==> src/bpca_pkg.sv <==
// Shared types and constants for the battery power command arbiter.
package bpca_pkg;

    // Serial multiplier geometry: multiplicand, multiplier and product widths
    localparam int MUL_A_W = 32;
    localparam int MUL_B_W = 24;
    localparam int MUL_P_W = MUL_A_W + MUL_B_W;

    localparam int CFG_IDX_W  = 3;
    localparam int CFG_DATA_W = 32;

    typedef enum logic [CFG_IDX_W-1:0] {
        REG_CHARGE_LIMIT     = 3'd0,
        REG_DISCHARGE_LIMIT  = 3'd1,
        REG_CHARGE_ENABLE    = 3'd2,
        REG_DISCHARGE_ENABLE = 3'd3,
        REG_SLEW_LIMIT       = 3'd4,
        REG_FILTER_ALPHA     = 3'd5,
        REG_SOC_GAIN         = 3'd6
    } reg_idx_t;

    typedef enum logic [1:0] {
        MD_SMOOTH    = 2'd0,
        MD_CHARGE    = 2'd1,
        MD_DISCHARGE = 2'd2
    } mode_t;

    typedef enum logic [3:0] {
        ST_IDLE,
        ST_FILT_MUL,
        ST_FILT_RND,
        ST_FILT_UPD,
        ST_DECIDE,
        ST_SLEW,
        ST_SOC_START,
        ST_SOC_MUL,
        ST_SOC_RND,
        ST_SOC_UPD,
        ST_FINISH
    } state_t;

    typedef struct packed {
        logic busy;
        logic done;
    } mul_stat_t;

    localparam logic [22:0] CHARGE_LIMIT_RST    = 23'd38400;
    localparam logic [22:0] DISCHARGE_LIMIT_RST = 23'd38400;
    localparam logic [22:0] SLEW_LIMIT_RST      = 23'd2560;
    localparam logic [16:0] FILTER_ALPHA_RST    = 17'd19661;
    localparam logic [31:0] SOC_GAIN_RST        = 32'd3054188;

    localparam logic [16:0] ALPHA_ONE = 17'h10000;
    localparam logic signed [23:0] REVERSE_TRIP = 24'sd128;
    localparam logic signed [23:0] DEMAND_TRIP  = 24'sd2560;

    localparam logic [38:0] LEVEL_MIN   = 39'd42949672960;
    localparam logic [38:0] LEVEL_MAX   = 39'd386547056640;
    localparam logic [38:0] LEVEL_RESET = 39'd214748364800;

endpackage

==> src/battery_power_command_arbiter_unit.sv <==
// Top level: filter, mode arbitration, command limiting and charge-state tracking.
// A new word is accepted only in the idle state, once the last one has been loaded
// into the output register, which waits for out_ready while it is still full.
// Both products (filter and charge state) run through one bit-serial multiplier.
// Reset: asynchronous, active low; registers to defaults, filter and command to
// zero, smooth mode, charge state at fifty percent.
module battery_power_command_arbiter_unit #(
    parameter int HOLD_TICKS = 3
) (
    input  logic                              clk,
    input  logic                              rst_n,
    input  logic                              in_valid,
    output logic                              in_ready,
    input  logic signed [23:0]                reverse_request,
    input  logic signed [23:0]                demand_request,
    input  logic signed [23:0]                smooth_request,
    output logic                              out_valid,
    input  logic                              out_ready,
    output logic signed [23:0]                battery_command,
    output logic [1:0]                        active_mode,
    output logic [38:0]                       charge_state,
    output logic signed [23:0]                filtered_reverse,
    input  logic                              cfg_write,
    input  logic [bpca_pkg::CFG_IDX_W-1:0]    cfg_index,
    input  logic [bpca_pkg::CFG_DATA_W-1:0]   cfg_data
);
    import bpca_pkg::*;

    localparam int CNT_W = (HOLD_TICKS > 1) ? $clog2(HOLD_TICKS) : 1;
    localparam logic [CNT_W:0] SW_DELAY = (CNT_W + 1)'(HOLD_TICKS);

    function automatic logic signed [25:0] sx26(input logic signed [23:0] v);
        return {{2{v[23]}}, v};
    endfunction

    function automatic logic signed [25:0] clip26(input logic signed [25:0] v,
                                                  input logic signed [25:0] lo,
                                                  input logic signed [25:0] hi);
        logic signed [25:0] r;
        r = v;
        if (v < lo)
        begin
            r = lo;
        end
        else if (v > hi)
        begin
            r = hi;
        end
        return r;
    endfunction

    // Configuration registers
    logic [22:0] charge_limit_reg;
    logic [22:0] discharge_limit_reg;
    logic        charge_enable_reg;
    logic        discharge_enable_reg;
    logic [22:0] slew_limit_reg;
    logic [16:0] filter_alpha_reg;
    logic [31:0] soc_gain_reg;

    // Tick state
    logic signed [23:0] filt_reg;
    mode_t              mode_reg;
    logic [CNT_W-1:0]   count_reg;
    logic signed [23:0] last_cmd_reg;
    logic [38:0]        level_reg;

    // Working registers
    state_t             state_reg, state_next;
    logic signed [23:0] dem_reg;
    logic signed [23:0] smo_reg;
    logic               diff_neg_reg;
    logic [41:0]        rnd_reg;
    logic signed [23:0] cmd_pre_reg;
    logic [39:0]        delta_reg;

    // Output register
    logic               out_valid_reg;
    logic signed [23:0] out_cmd_reg;
    mode_t              out_mode_reg;
    logic [38:0]        out_level_reg;
    logic signed [23:0] out_filt_reg;

    // Control
    logic      accept;
    logic      mul_start;
    logic      out_load;
    mul_stat_t mul_stat;

    // Multiplier connections
    logic [MUL_A_W-1:0] mul_mcand;
    logic [MUL_B_W-1:0] mul_mplier;
    logic [MUL_P_W-1:0] mul_product;

    // Datapath combinational values
    logic signed [24:0] diff25;
    logic [24:0]        diff_mag;
    logic [23:0]        last_mag;
    logic [16:0]        alpha_eff;
    logic [40:0]        prod41;
    logic [41:0]        rnd_next;
    logic signed [25:0] filt_sum;
    logic               force_charge;
    mode_t              want_mode;
    mode_t              mode_next;
    logic [CNT_W:0]     count_inc;
    logic [CNT_W-1:0]   count_next;
    logic signed [25:0] f26, dem26, smo26, cl26, dl26, cmd26;
    logic signed [25:0] slew_lo, slew_hi, slew_cmd;
    logic [MUL_P_W-1:0] soc_sum;
    logic signed [41:0] lvl42, new_lvl, lmin42, lmax42;
    logic [38:0]        level_next;

    // ---------------------------------------------------------------- config
    always_ff @(posedge clk or negedge rst_n)
    begin
        if (!rst_n)
        begin
            charge_limit_reg     <= CHARGE_LIMIT_RST;
            discharge_limit_reg  <= DISCHARGE_LIMIT_RST;
            charge_enable_reg    <= 1'b1;
            discharge_enable_reg <= 1'b1;
            slew_limit_reg       <= SLEW_LIMIT_RST;
            filter_alpha_reg     <= FILTER_ALPHA_RST;
            soc_gain_reg         <= SOC_GAIN_RST;
        end
        else if (cfg_write)
        begin
            unique case (reg_idx_t'(cfg_index))
                REG_CHARGE_LIMIT:     charge_limit_reg     <= cfg_data[22:0];
                REG_DISCHARGE_LIMIT:  discharge_limit_reg  <= cfg_data[22:0];
                REG_CHARGE_ENABLE:    charge_enable_reg    <= cfg_data[0];
                REG_DISCHARGE_ENABLE: discharge_enable_reg <= cfg_data[0];
                REG_SLEW_LIMIT:       slew_limit_reg       <= cfg_data[22:0];
                REG_FILTER_ALPHA:     filter_alpha_reg     <= cfg_data[16:0];
                REG_SOC_GAIN:         soc_gain_reg         <= cfg_data;
                default:              ;
            endcase
        end
    end

    // ---------------------------------------------------------------- multiplier
    bpca_smul u_smul (
        .clk     (clk),
        .rst_n   (rst_n),
        .start   (mul_start),
        .mcand   (mul_mcand),
        .mplier  (mul_mplier),
        .product (mul_product),
        .stat    (mul_stat)
    );

    // ---------------------------------------------------------------- datapath
    always_comb
    begin
        diff25    = {reverse_request[23], reverse_request} - {filt_reg[23], filt_reg};
        diff_mag  = diff25[24] ? (~diff25 + 25'd1) : diff25;
        last_mag  = last_cmd_reg[23] ? (~last_cmd_reg + 24'd1) : last_cmd_reg;
        alpha_eff = filter_alpha_reg[16] ? ALPHA_ONE : filter_alpha_reg;

        // Filter product first, charge-state product in its own start state
        if (state_reg == ST_SOC_START)
        begin
            mul_mcand  = soc_gain_reg;
            mul_mplier = last_mag;
        end
        else
        begin
            mul_mcand  = {15'd0, alpha_eff};
            mul_mplier = diff_mag[23:0];
        end

        // Signed product plus half, negate as one's complement plus one
        prod41   = mul_product[40:0];
        rnd_next = (diff_neg_reg ? ~{1'b0, prod41} : {1'b0, prod41})
                   + 42'd32768 + {41'd0, diff_neg_reg};
        filt_sum = sx26(filt_reg) + $signed(rnd_reg[41:16]);

        // Mode arbitration
        force_charge = (filt_reg > REVERSE_TRIP);
        want_mode    = (dem_reg > DEMAND_TRIP) ? MD_DISCHARGE : MD_SMOOTH;
        count_inc    = {1'b0, count_reg} + 1'b1;
        mode_next    = mode_reg;
        count_next   = '0;
        if (force_charge)
        begin
            mode_next = MD_CHARGE;
        end
        else if (want_mode != mode_reg)
        begin
            if (count_inc >= SW_DELAY)
            begin
                mode_next = want_mode;
            end
            else
            begin
                count_next = count_inc[CNT_W-1:0];
            end
        end

        // Command of the chosen mode, gated and clamped
        f26   = sx26(filt_reg);
        dem26 = sx26(dem_reg);
        smo26 = sx26(smo_reg);
        cl26  = {3'b000, charge_limit_reg};
        dl26  = {3'b000, discharge_limit_reg};
        cmd26 = '0;
        if (force_charge)
        begin
            if (charge_enable_reg)
            begin
                cmd26 = clip26(-f26, -cl26, '0);
            end
        end
        else if (mode_next == MD_DISCHARGE)
        begin
            if (discharge_enable_reg)
            begin
                cmd26 = clip26(dem26, '0, dl26);
            end
        end
        else if (smo_reg[23])
        begin
            if (charge_enable_reg)
            begin
                cmd26 = clip26(smo26, -cl26, '0);
            end
        end
        else if (discharge_enable_reg)
        begin
            cmd26 = clip26(smo26, '0, dl26);
        end

        // Slew limit against the previous command
        slew_lo  = sx26(last_cmd_reg) - $signed({3'b000, slew_limit_reg});
        slew_hi  = sx26(last_cmd_reg) + $signed({3'b000, slew_limit_reg});
        slew_cmd = clip26(sx26(cmd_pre_reg), slew_lo, slew_hi);

        // Charge state moves against the command
        soc_sum = mul_product + MUL_P_W'(32768);
        lvl42   = {3'b000, level_reg};
        lmin42  = {3'b000, LEVEL_MIN};
        lmax42  = {3'b000, LEVEL_MAX};
        new_lvl = last_cmd_reg[23] ? (lvl42 + $signed({2'b00, delta_reg}))
                                   : (lvl42 - $signed({2'b00, delta_reg}));
        if (new_lvl < lmin42)
        begin
            level_next = LEVEL_MIN;
        end
        else if (new_lvl > lmax42)
        begin
            level_next = LEVEL_MAX;
        end
        else
        begin
            level_next = new_lvl[38:0];
        end
    end

    // ---------------------------------------------------------------- control
    always_ff @(posedge clk or negedge rst_n)
    begin
        if (!rst_n)
        begin
            state_reg <= ST_IDLE;
        end
        else
        begin
            state_reg <= state_next;
        end
    end

    always_comb
    begin
        state_next = state_reg;
        in_ready   = 1'b0;
        mul_start  = 1'b0;
        out_load   = 1'b0;
        accept     = 1'b0;
        unique case (state_reg)
            ST_IDLE:
            begin
                in_ready = 1'b1;
                if (in_valid)
                begin
                    accept     = 1'b1;
                    mul_start  = 1'b1;
                    state_next = ST_FILT_MUL;
                end
            end
            ST_FILT_MUL:
            begin
                if (mul_stat.done)
                begin
                    state_next = ST_FILT_RND;
                end
            end
            ST_FILT_RND:  state_next = ST_FILT_UPD;
            ST_FILT_UPD:  state_next = ST_DECIDE;
            ST_DECIDE:    state_next = ST_SLEW;
            ST_SLEW:      state_next = ST_SOC_START;
            ST_SOC_START:
            begin
                mul_start  = 1'b1;
                state_next = ST_SOC_MUL;
            end
            ST_SOC_MUL:
            begin
                if (mul_stat.done)
                begin
                    state_next = ST_SOC_RND;
                end
            end
            ST_SOC_RND:   state_next = ST_SOC_UPD;
            ST_SOC_UPD:   state_next = ST_FINISH;
            ST_FINISH:
            begin
                // Hold until the previous word has left the output register
                if (!out_valid_reg || out_ready)
                begin
                    out_load   = 1'b1;
                    state_next = ST_IDLE;
                end
            end
            default:      state_next = ST_IDLE;
        endcase
    end

    // Tick state, set to its defaults by reset
    always_ff @(posedge clk or negedge rst_n)
    begin
        if (!rst_n)
        begin
            filt_reg     <= '0;
            mode_reg     <= MD_SMOOTH;
            count_reg    <= '0;
            last_cmd_reg <= '0;
            level_reg    <= LEVEL_RESET;
        end
        else
        begin
            if (state_reg == ST_FILT_UPD)
            begin
                filt_reg <= filt_sum[23:0];
            end
            if (state_reg == ST_DECIDE)
            begin
                mode_reg  <= mode_next;
                count_reg <= count_next;
            end
            if (state_reg == ST_SLEW)
            begin
                last_cmd_reg <= slew_cmd[23:0];
            end
            if (state_reg == ST_SOC_UPD)
            begin
                level_reg <= level_next;
            end
        end
    end

    // Working payload
    always_ff @(posedge clk)
    begin
        if (accept)
        begin
            dem_reg      <= demand_request;
            smo_reg      <= smooth_request;
            diff_neg_reg <= diff25[24];
        end
        if (state_reg == ST_FILT_RND)
        begin
            rnd_reg <= rnd_next;
        end
        if (state_reg == ST_DECIDE)
        begin
            cmd_pre_reg <= cmd26[23:0];
        end
        if (state_reg == ST_SOC_RND)
        begin
            delta_reg <= soc_sum[55:16];
        end
    end

    // ---------------------------------------------------------------- output
    always_ff @(posedge clk or negedge rst_n)
    begin
        if (!rst_n)
        begin
            out_valid_reg <= 1'b0;
        end
        else if (out_load)
        begin
            out_valid_reg <= 1'b1;
        end
        else if (out_ready)
        begin
            out_valid_reg <= 1'b0;
        end
    end

    always_ff @(posedge clk)
    begin
        if (out_load)
        begin
            out_cmd_reg   <= last_cmd_reg;
            out_mode_reg  <= mode_reg;
            out_level_reg <= level_reg;
            out_filt_reg  <= filt_reg;
        end
    end

    assign out_valid        = out_valid_reg;
    assign battery_command  = out_cmd_reg;
    assign active_mode      = out_mode_reg;
    assign charge_state     = out_level_reg;
    assign filtered_reverse = out_filt_reg;

    a_level_range: assert property (@(posedge clk) disable iff (!rst_n)
        (level_reg >= LEVEL_MIN) && (level_reg <= LEVEL_MAX))
        else $error("charge state left its clamp range");

    a_count_range: assert property (@(posedge clk) disable iff (!rst_n)
        {1'b0, count_reg} < SW_DELAY)
        else $error("switch counter reached the switch delay");

    a_ready_idle_mul: assert property (@(posedge clk) disable iff (!rst_n)
        in_ready |-> !mul_stat.busy)
        else $error("ready for a word while the multiplier is busy");

endmodule

==> src/bpca_smul.sv <==
// Bit-serial shift-and-add multiplier, one multiplier bit per cycle, MSB first.
module bpca_smul (
    input  logic                           clk,
    input  logic                           rst_n,
    input  logic                           start,
    input  logic [bpca_pkg::MUL_A_W-1:0]   mcand,
    input  logic [bpca_pkg::MUL_B_W-1:0]   mplier,
    output logic [bpca_pkg::MUL_P_W-1:0]   product,
    output bpca_pkg::mul_stat_t            stat
);
    import bpca_pkg::*;

    localparam int CNT_W = $clog2(MUL_B_W);

    logic [MUL_P_W-1:0] acc_reg;
    logic [MUL_A_W-1:0] mcand_reg;
    logic [MUL_B_W-1:0] mplr_reg;
    logic [CNT_W-1:0]   cnt_reg;
    logic               busy_reg;
    logic               done_reg;
    logic [MUL_P_W-1:0] acc_next;

    // Double the partial sum and add the multiplicand for the next bit
    always_comb
    begin
        acc_next = {acc_reg[MUL_P_W-2:0], 1'b0};
        if (mplr_reg[MUL_B_W-1])
        begin
            acc_next = acc_next + {{MUL_B_W{1'b0}}, mcand_reg};
        end
    end

    always_ff @(posedge clk or negedge rst_n)
    begin
        if (!rst_n)
        begin
            busy_reg <= 1'b0;
            done_reg <= 1'b0;
            cnt_reg  <= '0;
        end
        else
        begin
            done_reg <= 1'b0;
            if (start)
            begin
                busy_reg <= 1'b1;
                cnt_reg  <= CNT_W'(MUL_B_W - 1);
            end
            else if (busy_reg)
            begin
                cnt_reg <= cnt_reg - 1'b1;
                if (cnt_reg == '0)
                begin
                    busy_reg <= 1'b0;
                    done_reg <= 1'b1;
                end
            end
        end
    end

    always_ff @(posedge clk)
    begin
        if (start)
        begin
            acc_reg   <= '0;
            mcand_reg <= mcand;
            mplr_reg  <= mplier;
        end
        else if (busy_reg)
        begin
            acc_reg  <= acc_next;
            mplr_reg <= {mplr_reg[MUL_B_W-2:0], 1'b0};
        end
    end

    assign product   = acc_reg;
    assign stat.busy = busy_reg;
    assign stat.done = done_reg;

    a_no_restart: assert property (@(posedge clk) disable iff (!rst_n)
        !(start && busy_reg))
        else $error("multiplier started while busy");

    a_done_idle: assert property (@(posedge clk) disable iff (!rst_n)
        done_reg |-> !busy_reg)
        else $error("multiplier done while still busy");

    a_fall_done: assert property (@(posedge clk) disable iff (!rst_n)
        $fell(busy_reg) |-> done_reg)
        else $error("multiplier finished without done");

endmodule
==> config.mk <==
export PLATFORM = sky130hd
export DESIGN_NAME = battery_power_command_arbiter_unit
export DESIGN_NICKNAME = d
export VERILOG_FILES = /design/src/bpca_pkg.sv /design/src/battery_power_command_arbiter_unit.sv /design/src/bpca_smul.sv
export SDC_FILE = /design/constraint.sdc
export NUM_CORES = 2
export LEC_CHECK = 0
export ABC_AREA = 1
export BUFFER_PORTS_ARGS = -buffer_cell sky130_fd_sc_hd__buf_2
export CAP_MARGIN = 10
export CORE_ASPECT_RATIO = 0.9
export CORE_MARGIN = 2
export CORE_UTILIZATION = 48
export DETAILED_ROUTE_END_ITERATION = 6
export HOLD_SLACK_MARGIN = 0.02
export PLACE_DENSITY = 0.64
export SYNTH_ARGS = -nofsm -noshare
export SYNTH_HDL_FRONTEND = slang
export SYNTH_SLANG_ARGS = --single-unit
==> constraint.sdc <==
create_clock -name clk -period 6.1 [get_ports clk]
set_input_delay 0.61 -clock clk [delete_from_list [all_inputs] [get_ports clk]]
set_output_delay 0.61 -clock clk [all_outputs]
set_load 0.05 [all_outputs]
Word-level counts from Yosys, hierarchy flattened. Index checks and enable logic that the tools add are counted.

Equal/unequal tests: 22. Magnitude comparators: 15. Add/subtract/negate cells: 16. Bitwise operators: 3. Reductions and logical operators: 15. Muxes and demuxes: 57.

Operator list (number): $mux 24 (19); $mux 39 (2); $mux 23 (3); $add 56x16->56 const B (1); $add 56x32->56 (1); $mux 56 (1); $sub 24x24->25 (2); $add 24x1->24 const B (2); $gt 24x24->1 (2); $lt 24x1->1 const B (2); $not 24->24 (2); $pmux 4 s11 (1); $gt 42x40->1 const B (1); $lt 42x37->1 const B (1); $mux 42 (1); $add 39x40->41 (1); $sub 39x40->41 (1); $add 40x1->40 (1); $add 40x16->40 const B (1); $mux 40 (1); $not 40->40 (1); $mux 17 (2); $gt 26x1->1 const B (1); $lt 24x26->1 (1); 37 further kinds (77).

Output and inout bits: 91. Word-level logic and storage cells: 159. Bits of input ports: 112. Bits in registers: 577.

Logic depth before layout (Yosys ltp).
Depth after elaboration: 8. Gate-level depth with buffers: 29.

By module. From an unflattened synthesis, not the netlist that was laid out.

Cell total of the unflattened synthesis: 6345. Area, all modules: 44552.7 um^2.

Modules (own cells, without submodules): battery_power_command_arbiter_unit (area each 36775.3 um^2, times used 1, cells an instance 5203, seq. area each 12235.5 um^2); bpca_smul (area each 7777.5 um^2, times used 1, cells an instance 1142, seq. area each 2977.9 um^2).

Least setup slack after synthesis. No wires, ideal clock.

Kind: reg-to-reg. Start point: register state_reg[1]. End point: register out_mode_reg[0] (netlist: active_mode[0]) (enable). Buffers on the path: 0. Arrival: 4511 ps. Path slack: 1051 ps. Required time: 5562 ps. Stages on the path, launching flop included: 7. Setup time: 538 ps. Period minus slack after synthesis: 5049 ps. Cell sequence: dfrtp_1 inv_1 nor2_1 inv_1 nor2_1 inv_1 nor2_1.

Longest elaborated chain between the ends: 2.

RTL lines: start, declared (line battery_power_command_arbiter_unit.sv:69) `state_t state_reg, state_next;`; start signal, assigned (line battery_power_command_arbiter_unit.sv:269) `state_reg <= state_next;`; $eq 4x4->1 (line battery_power_command_arbiter_unit.sv:280) `unique case (state_reg)`; $mux 1 (line battery_power_command_arbiter_unit.sv:280); net out_load (line battery_power_command_arbiter_unit.sv:87) `logic out_load;`; end signal, assigned (line battery_power_command_arbiter_unit.sv:407) `out_mode_reg <= mode_reg;`; end, declared (line battery_power_command_arbiter_unit.sv:80) `mode_t out_mode_reg;`.

The timed path passes the listed nets, and every way through them passes these cells. A chain may end at the register's enable or synchronous reset.

Worst setup path after layout.
Start point: register last_cmd_reg[0]. End point: register last_cmd_reg[22].

Longest elaborated chain between the ends: 4. Elaborated cells between the ends (all ways): 6. Those cells by class: add/sub: 2; order compare: 2; mux: 2.

RTL lines: start, declared (line battery_power_command_arbiter_unit.sv:65) `logic signed [23:0] last_cmd_reg;`; start signal, assigned (line battery_power_command_arbiter_unit.sv:353) `last_cmd_reg <= slew_cmd[23:0];`; $add 24x24->25 (line battery_power_command_arbiter_unit.sv:236) `slew_hi = sx26(last_cmd_reg) + $signed({3'b000, slew_limit_reg});`; $gt 24x25->1 (line battery_power_command_arbiter_unit.sv:45) `else if (v > hi)`; $mux 24 (line battery_power_command_arbiter_unit.sv:45); $mux 24 * (line battery_power_command_arbiter_unit.sv:41) `if (v < lo)`.

Mark *: on every way between the ends. The rest lies on a longest branch, timed or not.

==> impl_metrics.json <==
{
  "ys_seq_area_frac": 0.354,
  "synthMuxAreaShare": 0,
  "grt_overflow_total": 0,
  "crit_top_cell": "nand2_1",
  "endpoint_kind": "register",
  "start_util": 0.483,
  "postCtsSetupRepairBufs": 0,
  "yosys.area_share.adder": 0.106,
  "io_pins": 203,
  "synth_top_family_by_area": "simple AND/OR/NAND/NOR gates",
  "hold_class": "input pin to register",
  "swShare": 0.519,
  "hpwlAfterDp_um": 119000,
  "ys_top_cells_by_area": "edfxtp_1 (20%), nand2_1 (13%), dfrtp_1 (11%)",
  "largest_reg_flops": 56,
  "syn_area_sq_um": 42900,
  "worst_path_largest_cell_delay_ps": 630,
  "die_w_um": 319,
  "power.density_nw_per_um2": 563,
  "grt_max_degree": 144,
  "critPathRequiredTime_ps": 6640,
  "dr_total_vias": 40400,
  "finClkSkew_ps": 31.3,
  "crit_path_start_kind": "register",
  "cts_buffers": 68,
  "clkTransAtPathRegs_ps": 60,
  "drtAntennaViolNets": 0,
  "p_clk_frac": 0.158,
  "max-vdd-ir-drop_mv": 0.300,
  "synth_xor_area_frac": 0.0500,
  "root_buffer": "clkbuf_16",
  "pwr-share-seq": 0.251,
  "finalHoldViolations": 0,
  "firstDrtPassIters": 7,
  "pre_cts_ws_ps": 819,
  "core_sq_um": 89000,
  "wl_per_cell_um": 20.7,
  "yosysUniqueCellTypes": 66,
  "tightest_slew_ps": 1150,
  "rrSetupSlack_ps": 690,
  "fp-row-count": 104,
  "p_leak_nw": 22.8,
  "critPathKind": "register to register",
  "io_buffer_count": 202,
  "grt_setup_unrepaired": "false",
  "dpl.cell_count": 7148,
  "areaGrowthSynthToFinish_pct": 10.5,
  "ctsHtreeMaxLevel": 3,
  "grt_antenna_before_repair": 5,
  "yosys_warnings": 0,
  "fin_crit_ps": 5410,
  "routabilityCongestion": 1.00,
  "grt_usage": 0.324,
  "relSlewSlack": 0.236,
  "totalWireLength_um": 150000,
  "synthSimpleGateAreaFrac": 0.250,
  "drt-initial-drc-count": 4218,
  "ys.flop_type": "edfxtp_1",
  "power_frac_comb": 0.591,
  "synth_edf_count": 282,
  "tritoncts": "done",
  "holdWs_ps": 146,
  "cts.sinks": 561,
  "ctsLongestPathBuffers": 3,
  "viasPerCell": 5.56,
  "die_y_um": 288,
  "slew_violations": 0,
  "ys_ff_latch": 561,
  "final_cells": 7277,
  "fin_crit_sh": 0.886,
  "grt_pass1_wl_um": 228000,
  "fmax_ghz": 0.185,
  "switchingPower_mw": 13.9,
  "die_area_sq_um": 91900,
  "final_nets": 6526,
  "synth_compound_area_frac": 0.152,
  "n_fill_cell": 8913,
  "drc": 0,
  "avgSynthCellArea_sq_um": 7.28,
  "grt_pass1_vias": 38100,
  "synth_top_cell_by_area": "edfxtp_1",
  "placed_area_sq_um": 45200,
  "drive_gt1_frac": 0.0792,
  "post-route-cell-area_sq_um": 47400,
  "setup_ws_ps": 695,
  "critical_path_peak_fanout": 15,
  "slowest_stage": "xor2_2",
  "worstSkewPairLatency_ps": 650,
  "syn-num-nets": 6375,
  "yosys.area.top_type_share": 0.197,
  "cp.arrival_ps": 5940,
  "ctsResizeCount": 0,
  "synthCells": 5902,
  "max_cap_violations": 0,
  "p_int_mw": 12.8,
  "setup-violations-final": 0,
  "synthArstFlopShare": 0.398,
  "fin_tns_setup_ps": 0,
  "status": "finished, final reports clean"
}
## layer usage
layer / vias up / part of all wire / global-route usage
li1: 19800 / - / -
met3: 218 / 0.077 / 0.0458
met5: - / 0 / 0
met4: 0 / 0.038 / 0.115
met2: 1544 / 0.45 / 0.518
met1: 18800 / 0.44 / 0.448
## Yosys cell counts (all sizes together), types with 59 or more instances
cell and count:
nand2 1527, inv 801, nor2 528, a21oi 474
o21ai 472, ha 354, edfxtp 282, nand3 276
dfrtp 188, xor2 180, clkbuf 117, nand4 88
nor3 81, xnor2 65, buf 59
## cell usage in the layout (no fill, tap or decap), types with 18 or more instances in the layout
master	Yosys	final
o211ai_1	53	53
buf_2	44	201
nor4_1	33	33
a21oi_1	473	473
a21o_1	18	18
edfxtp_1	282	282
nand2_1	1518	1516
xor2_1	180	179
a31oi_1	30	30
dfrtp_1	188	187
ha_1	354	354
dfxtp_1	56	56
o21ai_0	455	455
o21bai_1	35	35
dfstp_2	35	35
xnor2_1	65	65
nand4_1	86	86
inv_1	788	786
nor3_1	71	71
buf_4	5	51
clkbuf_16	0	71
nand3_1	271	271
nor2_1	510	505
## final cells by class
type,count,area [sq um],area share
timing repair buffer,257,1470,0.0311
inverter,807,3030,0.0638
sequential,561,15200,0.321
multi-input combinational,4358,24000,0.506
clock inverter,36,397,0.00836
clock buffer,90,1880,0.0397
tap,1166,1460,0.0307
antenna,2,5.00,0.000105
## worst paths after layout
check,start,endpoint,cells after the start
min in group asynchronous,rst_n,filt_reg[11]$_DFFE_PN0P_,2
max in group asynchronous,rst_n,last_cmd_reg[23]$_DFFE_PN0P_,3
setup / recovery,last_cmd_reg[0]$_DFFE_PN0P_,last_cmd_reg[22]$_DFFE_PN0P_,26
setup reg to reg,last_cmd_reg[0]$_DFFE_PN0P_,last_cmd_reg[22]$_DFFE_PN0P_,26
hold / removal,smooth_request[6],smo_reg[6]$_DFFE_PP_,1
hold reg to reg,soc_gain_reg[20]$_DFFE_PN0P_,soc_gain_reg[20]$_DFFE_PN0P_,2
## stage by stage
| step | util | power, mW |
|---|---|---|
| floorplan | - | 17.2 |
| global placement | 0.507 | 22.1 |
| detailed placement | 0.507 | 22.2 |
| CTS | 0.533 | 26.5 |
| global route | 0.533 | 28.9 |
| finish | 0.533 | 26.7 |
## logic make-up after synthesis
logic type      Yosys count
compound gates         1181
buf+inv                 983
simple gates           2571
xor+xnor                245
flops                   561
fa+ha+maj               361
## critical path, delay by kind of cell (launching register included)
kind / cells / cell delay [ps]
AND/OR/NAND/NOR: 10 / 880
adder cells (fa/ha/maj): 3 / 940
buffers and inverters: 2 / 460
XOR/XNOR: 2 / 890
AO/OA/AOI/OAI: 9 / 1660
flip-flops: 1 / 480
## what timing repair did
item | CTS | global route
endpoints found under the hold margin | 6 | 0
endpoints found under the setup margin | 0 | 0
hold buffers | 1 | 0
## power groups by stage
stage / Clock (mW) / Combinational (mW) / Sequential (mW)
after global placement: 0 / 15.4 / 6.71
after detailed placement: 0 / 15.5 / 6.72
final: 4.21 / 15.8 / 6.70
after floorplan: 0 / 11.1 / 6.16
after global routing: 4.42 / 17.7 / 6.78
after CTS: 4.27 / 15.6 / 6.66
No activity file was read; power rests on OpenSTA's default activity.
